[config.mk]
export PLATFORM = sky130hd
export DESIGN_NAME = ternary_rule_first_match_classifier_top
export DESIGN_NICKNAME = d
export VERILOG_FILES = /design/src/hdl/tfmc_pkg.sv /design/src/hdl/tfmc_ctrl.sv /design/src/hdl/tfmc_dp.sv /design/src/hdl/ternary_rule_first_match_classifier_top.sv
export SDC_FILE = /design/constraint.sdc
export NUM_CORES = 1
export LEC_CHECK = 0
export ABC_AREA = 1
export BUFFER_PORTS_ARGS = -buffer_cell sky130_fd_sc_hd__buf_2
export CAP_MARGIN = 5
export CORE_MARGIN = 2
export CORE_UTILIZATION = 40
export CTS_CLUSTER_DIAMETER = 200
export DETAILED_ROUTE_END_ITERATION = 8
export HOLD_SLACK_MARGIN = 0.02
export PLACE_DENSITY = 0.53
export SYNTH_ARGS = -nofsm -noshare
export SYNTH_HDL_FRONTEND = slang
export SYNTH_HIERARCHICAL = 1
export SYNTH_SLANG_ARGS = --single-unit
[constraint.sdc]
create_clock -name clk_i -period 5.3 [get_ports clk_i]
set_input_delay 0.53 -clock clk_i [delete_from_list [all_inputs] [get_ports clk_i]]
set_output_delay 0.53 -clock clk_i [all_outputs]
set_load 0.02 [all_outputs]
[src/hdl/tfmc_pkg.sv]
// Package for the ternary rule first-match classifier.
// Holds field widths, operation codes, controller states and the
// command and status structs shared by the controller and the datapath.
package tfmc_pkg;

  localparam int unsigned OpW     = 2;
  localparam int unsigned PatW    = 16;
  localparam int unsigned LenW    = 4;
  localparam int unsigned IdxW    = 5;
  localparam int unsigned ValW    = 2;
  localparam int unsigned OutW    = 2;
  localparam int unsigned MatchW  = 6;
  localparam int unsigned InConds = 4;
  localparam int unsigned CondW   = IdxW + ValW;

  localparam logic [MatchW-1:0] NoMatch = '1;

  typedef enum logic [OpW-1:0] {
    OpAdd      = 2'd0,
    OpClassify = 2'd1,
    OpClear    = 2'd2
  } op_e;

  typedef enum logic [1:0] {
    StIdle,
    StScan,
    StDeliver
  } state_e;

  typedef struct packed {
    logic load;
    logic scan;
    logic deliver;
  } ctrl_cmd_t;

  typedef struct packed {
    logic scan_done;
    logic out_free;
  } dp_status_t;

endpackage

[src/hdl/tfmc_ctrl.sv]
// Controller of the ternary rule first-match classifier.
// Sequences accept, rule scan and result delivery; depends on tfmc_pkg.
module tfmc_ctrl (
  input  logic                   clk_i,
  input  logic                   rst_ni,
  input  logic                   in_valid_i,
  input  logic [tfmc_pkg::OpW-1:0] operation_i,
  output logic                   in_stall_o,
  input  tfmc_pkg::dp_status_t   status_i,
  output tfmc_pkg::ctrl_cmd_t    cmd_o
);
  import tfmc_pkg::*;

  state_e state_q;
  state_e state_d;

  always_ff @(posedge clk_i or negedge rst_ni) begin
    if (!rst_ni) begin
      state_q <= StIdle;
    end else begin
      state_q <= state_d;
    end
  end

  always_comb begin
    state_d = state_q;
    case (state_q)
      StIdle: begin
        if (in_valid_i) begin
          if (operation_i == OpClassify) begin
            state_d = StScan;
          end else begin
            state_d = StDeliver;
          end
        end
      end
      StScan: begin
        if (status_i.scan_done) begin
          state_d = StDeliver;
        end
      end
      StDeliver: begin
        if (status_i.out_free) begin
          state_d = StIdle;
        end
      end
      default: begin
        state_d = StIdle;
      end
    endcase
  end

  always_comb begin
    in_stall_o    = 1'b1;
    cmd_o.load    = 1'b0;
    cmd_o.scan    = 1'b0;
    cmd_o.deliver = 1'b0;
    case (state_q)
      StIdle: begin
        in_stall_o = 1'b0;
        cmd_o.load = in_valid_i;
      end
      StScan: begin
        cmd_o.scan = 1'b1;
      end
      StDeliver: begin
        cmd_o.deliver = status_i.out_free;
      end
      default: begin
        in_stall_o = 1'b1;
      end
    endcase
  end

endmodule

[src/hdl/tfmc_dp.sv]
// Datapath of the ternary rule first-match classifier.
// Holds the rule memory, the rule count, the scan pipeline, the result
// holding registers and the output register; depends on tfmc_pkg.
module tfmc_dp #(
  parameter int unsigned MAX_RULES         = 32,
  parameter int unsigned PATTERN_POSITIONS = 8,
  parameter int unsigned CONDS_PER_RULE    = 4
) (
  input  logic                                              clk_i,
  input  logic                                              rst_ni,
  input  tfmc_pkg::ctrl_cmd_t                               cmd_i,
  output tfmc_pkg::dp_status_t                              status_o,
  input  logic [tfmc_pkg::OpW-1:0]                          operation_i,
  input  logic [tfmc_pkg::PatW-1:0]                         pattern_i,
  input  logic [tfmc_pkg::LenW-1:0]                         pattern_length_i,
  input  logic [tfmc_pkg::InConds-1:0][tfmc_pkg::IdxW-1:0]  cond_index_i,
  input  logic [tfmc_pkg::InConds-1:0][tfmc_pkg::ValW-1:0]  cond_value_i,
  input  logic [tfmc_pkg::OutW-1:0]                         rule_output_i,
  output logic                                              out_valid_o,
  input  logic                                              out_stall_i,
  output logic [tfmc_pkg::OutW-1:0]                         class_value_o,
  output logic [tfmc_pkg::MatchW-1:0]                       first_hit_o,
  output logic                                              accepted_o
);
  import tfmc_pkg::*;

  localparam int unsigned NumConds = (CONDS_PER_RULE < InConds) ? CONDS_PER_RULE : InConds;
  localparam int unsigned RuleW    = NumConds * CondW + OutW;
  localparam int unsigned AddrW    = (MAX_RULES > 1) ? $clog2(MAX_RULES) : 1;
  localparam int unsigned CntW     = $clog2(MAX_RULES + 1);

  logic [RuleW-1:0] rule_mem [MAX_RULES];

  logic [CntW-1:0]   count_q, count_d;
  logic [CntW-1:0]   rd_ptr_q, rd_ptr_d;
  logic              rd_vld_q, rd_vld_d;
  logic [AddrW-1:0]  chk_idx_q, chk_idx_d;
  logic [RuleW-1:0]  rd_data_q;
  logic [PatW-1:0]   pattern_q;
  logic [LenW-1:0]   length_q;
  logic [OutW-1:0]   hold_cls_q, hold_cls_d;
  logic [MatchW-1:0] hold_match_q, hold_match_d;
  logic              hold_acc_q, hold_acc_d;
  logic              out_valid_q, out_valid_d;
  logic [OutW-1:0]   res_cls_q;
  logic [MatchW-1:0] res_match_q;
  logic              res_acc_q;

  logic              wr_en;
  logic [RuleW-1:0]  wr_data;
  logic              rd_en;
  logic              rule_hit;
  logic              hit_now;
  logic              table_full;
  logic [2*PatW-1:0] pat_ext;

  assign table_full = (count_q >= CntW'(MAX_RULES));
  assign wr_en      = cmd_i.load && (operation_i == OpAdd) && !table_full;

  always_comb begin
    wr_data = '0;
    for (int c = 0; c < NumConds; c++) begin
      wr_data[c*CondW +: IdxW]      = cond_index_i[c];
      wr_data[c*CondW + IdxW +: ValW] = cond_value_i[c];
    end
    wr_data[NumConds*CondW +: OutW] = rule_output_i;
  end

  assign pat_ext = {{PatW{1'b0}}, pattern_q};

  always_comb begin
    logic             ended;
    logic [IdxW-1:0]  ix;
    logic [ValW-1:0]  want;
    logic [ValW-1:0]  code;
    rule_hit = 1'b1;
    ended    = 1'b0;
    for (int c = 0; c < NumConds; c++) begin
      ix   = rd_data_q[c*CondW +: IdxW];
      want = rd_data_q[c*CondW + IdxW +: ValW];
      code = pat_ext[{ix[IdxW-2:0], 1'b0} +: ValW];
      if (ix[IdxW-1]) begin
        ended = 1'b1;
      end
      if (!ended && (ix[IdxW-2:0] < length_q) &&
          (int'(ix[IdxW-2:0]) < PATTERN_POSITIONS) && (code != want)) begin
        rule_hit = 1'b0;
        ended    = 1'b1;
      end
    end
  end

  assign hit_now            = cmd_i.scan && rd_vld_q && rule_hit;
  assign rd_en              = cmd_i.scan && !hit_now && (rd_ptr_q < count_q);
  assign status_o.scan_done = cmd_i.scan && (hit_now || (!rd_vld_q && (rd_ptr_q >= count_q)));
  assign status_o.out_free  = !out_valid_q || !out_stall_i;

  always_comb begin
    count_d      = count_q;
    rd_ptr_d     = rd_ptr_q;
    rd_vld_d     = rd_vld_q;
    chk_idx_d    = chk_idx_q;
    hold_cls_d   = hold_cls_q;
    hold_match_d = hold_match_q;
    hold_acc_d   = hold_acc_q;
    out_valid_d  = out_valid_q;
    if (cmd_i.load) begin
      rd_ptr_d     = '0;
      rd_vld_d     = 1'b0;
      hold_cls_d   = '0;
      hold_match_d = NoMatch;
      hold_acc_d   = 1'b0;
      case (operation_i)
        OpAdd: begin
          if (!table_full) begin
            count_d    = count_q + CntW'(1);
            hold_acc_d = 1'b1;
          end
        end
        OpClear: begin
          count_d    = '0;
          hold_acc_d = 1'b1;
        end
        default: begin
          hold_acc_d = 1'b0;
        end
      endcase
    end
    if (cmd_i.scan) begin
      rd_vld_d = rd_en;
      if (rd_en) begin
        rd_ptr_d  = rd_ptr_q + CntW'(1);
        chk_idx_d = rd_ptr_q[AddrW-1:0];
      end
      if (hit_now) begin
        hold_cls_d   = rd_data_q[NumConds*CondW +: OutW];
        hold_match_d = MatchW'(chk_idx_q);
      end
    end
    if (cmd_i.deliver) begin
      out_valid_d = 1'b1;
    end else if (!out_stall_i) begin
      out_valid_d = 1'b0;
    end
  end

  always_ff @(posedge clk_i or negedge rst_ni) begin
    if (!rst_ni) begin
      count_q     <= '0;
      rd_ptr_q    <= '0;
      rd_vld_q    <= 1'b0;
      out_valid_q <= 1'b0;
    end else begin
      count_q     <= count_d;
      rd_ptr_q    <= rd_ptr_d;
      rd_vld_q    <= rd_vld_d;
      out_valid_q <= out_valid_d;
    end
  end

  always_ff @(posedge clk_i) begin
    chk_idx_q    <= chk_idx_d;
    hold_cls_q   <= hold_cls_d;
    hold_match_q <= hold_match_d;
    hold_acc_q   <= hold_acc_d;
    if (cmd_i.load) begin
      pattern_q <= pattern_i;
      length_q  <= pattern_length_i;
    end
    if (cmd_i.deliver) begin
      res_cls_q   <= hold_cls_q;
      res_match_q <= hold_match_q;
      res_acc_q   <= hold_acc_q;
    end
  end

  always_ff @(posedge clk_i) begin
    if (wr_en) begin
      rule_mem[count_q[AddrW-1:0]] <= wr_data;
    end
    if (rd_en) begin
      rd_data_q <= rule_mem[rd_ptr_q[AddrW-1:0]];
    end
  end

  assign out_valid_o    = out_valid_q;
  assign class_value_o  = res_cls_q;
  assign first_hit_o    = res_match_q;
  assign accepted_o     = res_acc_q;

  a_count_bounded : assert property (@(posedge clk_i) disable iff (!rst_ni)
    count_q <= CntW'(MAX_RULES))
    else $error("Rule count exceeds the table size.");

  a_clear_empties : assert property (@(posedge clk_i) disable iff (!rst_ni)
    (cmd_i.load && (operation_i == OpClear)) |=> (count_q == '0))
    else $error("Clear did not empty the rule table.");

  a_hit_in_table : assert property (@(posedge clk_i) disable iff (!rst_ni)
    hit_now |-> ({1'b0, chk_idx_q} < {1'b0, count_q}))
    else $error("Matched rule lies beyond the rule count.");

  a_deliver_shows : assert property (@(posedge clk_i) disable iff (!rst_ni)
    cmd_i.deliver |=> out_valid_q)
    else $error("Delivered result is not presented on the output.");

endmodule

[src/hdl/ternary_rule_first_match_classifier_top.sv]
// Top level of the ternary rule first-match classifier.
// Joins tfmc_ctrl and tfmc_dp; depends on tfmc_pkg.
//
//   Channel  Direction  Handshake             Payload
//   in       input      in_valid_i/in_stall_o   operation, pattern, length, conditions, output
//   out      output     out_valid_o/out_stall_i class_value, first_hit, accepted
//
// An add, a clear or an unknown operation shows its result once the output register is free.
// A classify scans the stored rules in order and shows the first hit, or no match, once the
// output is free; the rule memory delivers one rule per cycle to the match logic.
// Reset empties the rule table at once; rule memory contents are not cleared.
// One item is in work at a time; one more may be taken while a result waits at the output.
module ternary_rule_first_match_classifier_top #(
  parameter int unsigned MAX_RULES         = 32,
  parameter int unsigned PATTERN_POSITIONS = 8,
  parameter int unsigned CONDS_PER_RULE    = 4
) (
  input  logic                                clk_i,
  input  logic                                rst_ni,
  input  logic                                in_valid_i,
  output logic                                in_stall_o,
  input  logic [tfmc_pkg::OpW-1:0]            operation_i,
  input  logic [tfmc_pkg::PatW-1:0]           pattern_i,
  input  logic [tfmc_pkg::LenW-1:0]           pattern_length_i,
  input  logic signed [tfmc_pkg::IdxW-1:0]    cond_index_0_i,
  input  logic signed [tfmc_pkg::IdxW-1:0]    cond_index_1_i,
  input  logic signed [tfmc_pkg::IdxW-1:0]    cond_index_2_i,
  input  logic signed [tfmc_pkg::IdxW-1:0]    cond_index_3_i,
  input  logic signed [tfmc_pkg::ValW-1:0]    cond_value_0_i,
  input  logic signed [tfmc_pkg::ValW-1:0]    cond_value_1_i,
  input  logic signed [tfmc_pkg::ValW-1:0]    cond_value_2_i,
  input  logic signed [tfmc_pkg::ValW-1:0]    cond_value_3_i,
  input  logic signed [tfmc_pkg::OutW-1:0]    rule_output_i,
  output logic                                out_valid_o,
  input  logic                                out_stall_i,
  output logic signed [tfmc_pkg::OutW-1:0]    class_value_o,
  output logic signed [tfmc_pkg::MatchW-1:0]  first_hit_o,
  output logic                                accepted_o
);
  import tfmc_pkg::*;

  ctrl_cmd_t                       cmd;
  dp_status_t                      status;
  logic [InConds-1:0][IdxW-1:0]    cond_index;
  logic [InConds-1:0][ValW-1:0]    cond_value;
  logic [OutW-1:0]                 class_value;
  logic [MatchW-1:0]               first_hit;

  assign cond_index = {cond_index_3_i, cond_index_2_i, cond_index_1_i, cond_index_0_i};
  assign cond_value = {cond_value_3_i, cond_value_2_i, cond_value_1_i, cond_value_0_i};

  tfmc_ctrl u_ctrl (
    .clk_i       (clk_i),
    .rst_ni      (rst_ni),
    .in_valid_i  (in_valid_i),
    .operation_i (operation_i),
    .in_stall_o  (in_stall_o),
    .status_i    (status),
    .cmd_o       (cmd)
  );

  tfmc_dp #(
    .MAX_RULES         (MAX_RULES),
    .PATTERN_POSITIONS (PATTERN_POSITIONS),
    .CONDS_PER_RULE    (CONDS_PER_RULE)
  ) u_dp (
    .clk_i            (clk_i),
    .rst_ni           (rst_ni),
    .cmd_i            (cmd),
    .status_o         (status),
    .operation_i      (operation_i),
    .pattern_i        (pattern_i),
    .pattern_length_i (pattern_length_i),
    .cond_index_i     (cond_index),
    .cond_value_i     (cond_value),
    .rule_output_i    (rule_output_i),
    .out_valid_o      (out_valid_o),
    .out_stall_i      (out_stall_i),
    .class_value_o    (class_value),
    .first_hit_o      (first_hit),
    .accepted_o       (accepted_o)
  );

  assign class_value_o  = class_value;
  assign first_hit_o    = first_hit;

endmodule

==> Word-level counts from Yosys, hierarchy flattened <==
Memories as Yosys holds them, arrays and structs flattened. A register that Yosys moved wholly into a read port is not among the register bits.
Cells that the tools add are included.
{ "word_totals": {"register_bits": 59, "latch_bits": 0, "ram_bits": 960, "rom_bits": 0, "inputBits": 56, "elab_cells": 122, "n_memories": 1} }
{ "memory_table": {"columns": ["memory", "depth", "word_bits", "rd", "rd_clocked_by_memory_dff", "wr", "line", "rtl"], "rows": [
  ["u_dp.rule_mem", 32, 30, 1, 1, 1, "tfmc_dp.sv:32", "logic [RuleW-1:0] rule_mem [MAX_RULES];"]
]} }
{ "op_classes": {"addsub": 2, "multipliers": 0, "div_mod_pow": 0, "order_cmp": 11, "n_eq_ne": 13, "n_shift": 4, "muxes": 39, "bitwise_logic": 0, "reduce_logical": 38} }
{ "ops": {"columns": ["operator", "count"], "rows": [
  ["32-bit by 6-bit variable part select with 2-bit output", 4],
  ["6-bit two-way mux", 7],
  ["1-bit two-way mux", 22],
  ["1-bit logical AND", 20],
  ["4-bit less-than comparator", 4],
  ["4-bit less-than comparator, second input constant", 4],
  ["2-bit two-way mux", 7],
  ["6-bit by 1-bit adder with 6-bit output, second input constant", 2],
  ["6-bit case mux with 2 select lines", 1],
  ["1-bit logical NOT", 9],
  ["2-bit != test", 4],
  ["6-bit >= comparator", 1],
  ["6-bit >= comparator, second input constant", 1],
  ["6-bit less-than comparator", 1],
  ["2-bit != test, second input constant", 3],
  ["2-bit case mux with 3 select lines", 1],
  ["3-bit AND reduction", 2],
  ["2-bit by 1-bit equality test with 1-bit output, second input constant", 2],
  ["2-bit equality test, second input constant", 2],
  ["2-bit logical NOT", 2],
  ["2-bit by 1-bit != test with 1-bit output, second input constant", 2],
  ["2-bit nonzero test", 2],
  ["1-bit logical OR", 2],
  ["1-bit case mux with 2 select lines", 1],
  ["2-bit AND reduction", 1]
]} }

==> Longest topological paths before layout <==
{ "logic_depth": {"depth_word": 30, "mapped_depth": 21, "ltp_nobuf": 20} }

==> Modules after synthesis <==
The synthesis kept the hierarchy.
{ "by_module_without_submodules": {"columns": ["module", "n_inst", "cells_each", "area_each_um2", "seq_area_each_um2"], "rows": [
  ["tfmc_dp", 1, 3235, 41655.0, 31290.0],
  ["tfmc_ctrl", 1, 24, 143.9, 50.0]
]} }

==> Worst setup path after synthesis <==
OpenSTA, ideal clock, no wires.
{ "synth_path": {"path_kind": "register to register", "start": "register u_ctrl.state_q[1]", "end": "memory u_dp/rule_mem[11][0] (netlist name) (enable)", "arrival_ns": 4.068, "slack_ns": 0.815, "path_stages_with_launch": 10, "n_path_buf": 0, "period_less_slack_ns": 4.485, "cell_sequence": "dfrtp_1 -> nor2_1 -> inv_1 -> nor2_1 -> inv_1 -> nor3_1 -> inv_1 -> nor2_1 -> clkinv_1 -> nor2_1"} }
{ "synth_lines": {"columns": ["element", "line", "rtl"], "rows": [
  ["from (decl)", "tfmc_ctrl.sv:14", "state_e state_q;"],
  ["from (signal assigned)", "tfmc_ctrl.sv:19", "state_q <= StIdle;"],
  ["from (signal assigned)", "tfmc_ctrl.sv:21", "state_q <= state_d;"],
  ["to (decl)", "tfmc_dp.sv:32", null]
]} }

==> results.cfg <==
[floorplanning]
initial_core_util = 0.403
num_rows = 118
pin_count = 67
dieArea_um2 = 107000
die_x_um = 327
core_area_um2 = 104000
die_y_um = 327

[timing]
skew_ns = 0.0296
hold_viol = 0
setup_viol = 0
tns_ns = 0
fin_crit_ns = 4.05
final_max_slew_viol_count = 0
rsz0062_at_grt = no
fmax_ghz = 0.247
maxSlewHeadroom = 0.189
post-route-period-util = 0.764
worst_slew_pin_slew_ns = 1.21

[route]
wire_per_inst_um = 25.4
dr.pass1.iters = 6
postRouteAntennaNets = 0
totalWireLength_um = 121000
post_drt_via_cell_ratio = 5.75
vias = 27409
route.detailed.drc = 0
drt-initial-drc-count = 2922

[worst_setup_path]
r2r-start = u_ctrl/state_q[1]
path_buf_inv = 4
worst-path-max-fanout = 30
worstSetupStartpointType = flop
arrival_ns = 4.32
crit_cells = 9
reg2reg_depth = 9
crit_path_max_incr_delay_ns = 1.13
crit_required_ns = 5.57
critical-path-top-delay-family = simple AND/OR/NAND/NOR gates
startpoint = u_ctrl/state_q[1]
slowest_stage = nor2_4
crit_type = flop to flop
endpoint_kind = flop
critPathMostFrequentCell = inv_1
path_cells = nor2_1 -> inv_1 -> nor2_4 -> inv_1 -> nor3_1 -> inv_1 -> nor2_1 -> clkinv_1 -> nor2_4

[clock_network]
clk_path_buf_depth = 3
cts.sink_count = 1049
clk_latency_ns = 0.68
path_clk_slew_ns = 0.06
postCtsSetupBuffers = 0
cts-root-buf = clkbuf_16
htreeDepth = 3
cts_tree = yes
cts_made_buffers = 108

[power_and_ir_drop]
pwr_density_cell_nw_per_um2 = 486
p_leak_nw = 15.6
ir_drop_mv = 0.439
total_power_mw = 23.1

[placed_design]
gp_congestion = 0.903
portBuffers = 66
hpwlAfterDp_um = 71800

[logic_synthesis]
syn_area_um2 = 41800
synth_most_common_cell = edfxtp_1
synth_top_area_frac = 0.736
synth_top_area_cell = edfxtp_1
synth_flop_cell = edfxtp_1
synth_top_family_by_area = compound AO/OA/AOI/OAI gates
ys_seq_area_frac = 0.750
syn_inst = 3259
muxShareOfSynthArea = 0
yosys.area_share.simple = 0.0878
yosysWarnings = 6
postSynthNetCount = 3338
synth_xor_area_frac = 0.00168
synth_cell_type_count = 37
synthAdderAreaFrac = 0.00688
syn_area_per_cell_um2 = 12.8
synth-compound-area-share = 0.124
synth.area.top_cells = edfxtp_1, nor2_1, o21ai_0
synth_seq_cells = 1049
synth_edf_count = 1025
synth_commonest_cells = edfxtp_1, nor2_1, o21ai_0
synth-async-reset-ratio = 0.0153

[finish]
final_nets = 3386
num_antenna_cells = 0
syn_to_final_growth_pct = 13.4
layout-drive-gt1-share = 0.0979

[global_route]
grt_start_max_net_pins = 176
grt.total_usage = 0.222
gr-total-overflow = 0
antenna_found_initial = 2
grt_pass1_vias = 26173
grt_pass1_wl_um = 178000

[hold_path]
hold_start = pattern_i[4]
hold_class = primary input to flop
hold-path-cell-count = 1

[job]
maxCapViolCount = 0

[outcome]
outcome = finished, final reports clean
cells by family after synthesis:
family / count (synthesis)
and+or+nand+nor: 951
buffers and inverters: 284
adders and majority gates: 23
AOI/OAI and AO/OA: 944
DFF: 1049
xor gates and xnor gates: 8
cell usage in the layout, fill, tap and decap left out, drive strengths merged, types with 2 or more instances in the layout:
master,n
o211ai,6
xor2,7
dlygate4sd3,20
nand2,113
buf,128
o21ai,606
a21oi,23
ha,23
edfxtp,1025
inv,73
dfxtp,8
clkbuf,138
o21bai,3
nor2,779
dfrtp,16
nor3,8
a21boi,2
o22ai,278
clkinv,45
o32ai,23
clkinvlp,3
nand3,45
bufinv,8
nand4,4
worst reg2reg max path, delay by kind of cell (launching register included):
family                 cells  cell delay, ns
and+or+nand+nor            5            2.25
buffers and inverters      4            0.97
DFF                        1            0.42
worst paths after layout:
kind	to	slack, ns
max	u_dp/rule_mem[7][8]	1.25
min	u_dp/pattern_q[4]	0.06
max reg2reg	u_dp/rule_mem[7][8]	1.25
min reg2reg	u_dp/first_hit_o[0]	0.42
max in group asynchronous	u_dp/rd_ptr_q[1]	4.68
min in group asynchronous	u_ctrl/state_q[0]	0.30
registers in the layout (all words and copies together) (netlist names):
register	cells
u_dp/rd_vld_q	1
u_dp/pattern_q	16
u_dp/length_q	4
u_dp/class_value_o	2
u_dp/count_q	6
u_dp/hold_match_q	6
u_dp/hold_acc_q	1
u_dp/accepted_o	1
u_dp/hold_cls_q	2
u_dp/rd_data_q	30
u_dp/out_valid_o	1
u_dp/first_hit_o	6
u_dp/rule_mem	960
u_ctrl/state_q	2
u_dp/rd_ptr_q	6
u_dp/chk_idx_q	5
cell type report:
type | count | area, um^2
Fill cell | 9229 | 56200
Sequential cell | 1049 | 31400
Multi-Input combinational cell | 1926 | 9470
Clock buffer | 138 | 2980
Tap cell | 1380 | 1730
Timing Repair Buffer | 148 | 1100
Clock inverter | 55 | 482
Inverter | 74 | 293
routing by layer:
layer	part of all wire	track usage
met5	0	0
met4	0.020	0.0564
met3	0.079	0.0360
met2	0.46	0.350
met1	0.44	0.323
what timing repair did:
action | 4_1_cts | 5_1_grt
resized for setup | 0 | 0
endpoints found under the hold margin | 35 | 0
hold buffers | 20 | 0
report_power, final:
group          switching [mW]  internal, mW
registers               0.272          9.44
logic                    4.27          1.62
clock network            3.11          4.34
total                    7.66          15.4
per-stage QoR:
stage	hold WS (ns)	std cells	setup slack (ns)	utilization	cell area, um^2
floorplan	0.234	3259	0.815	-	41800
global placement	0.411	4557	1.23	0.422	43700
detailed placement	0.420	4557	1.35	0.422	43700
CTS	0.0232	4770	1.33	0.457	47400
global route	0.0428	4770	1.06	0.457	47400
finish	0.0577	4770	1.25	0.457	47400
Power figures use the tool's default switching activity.
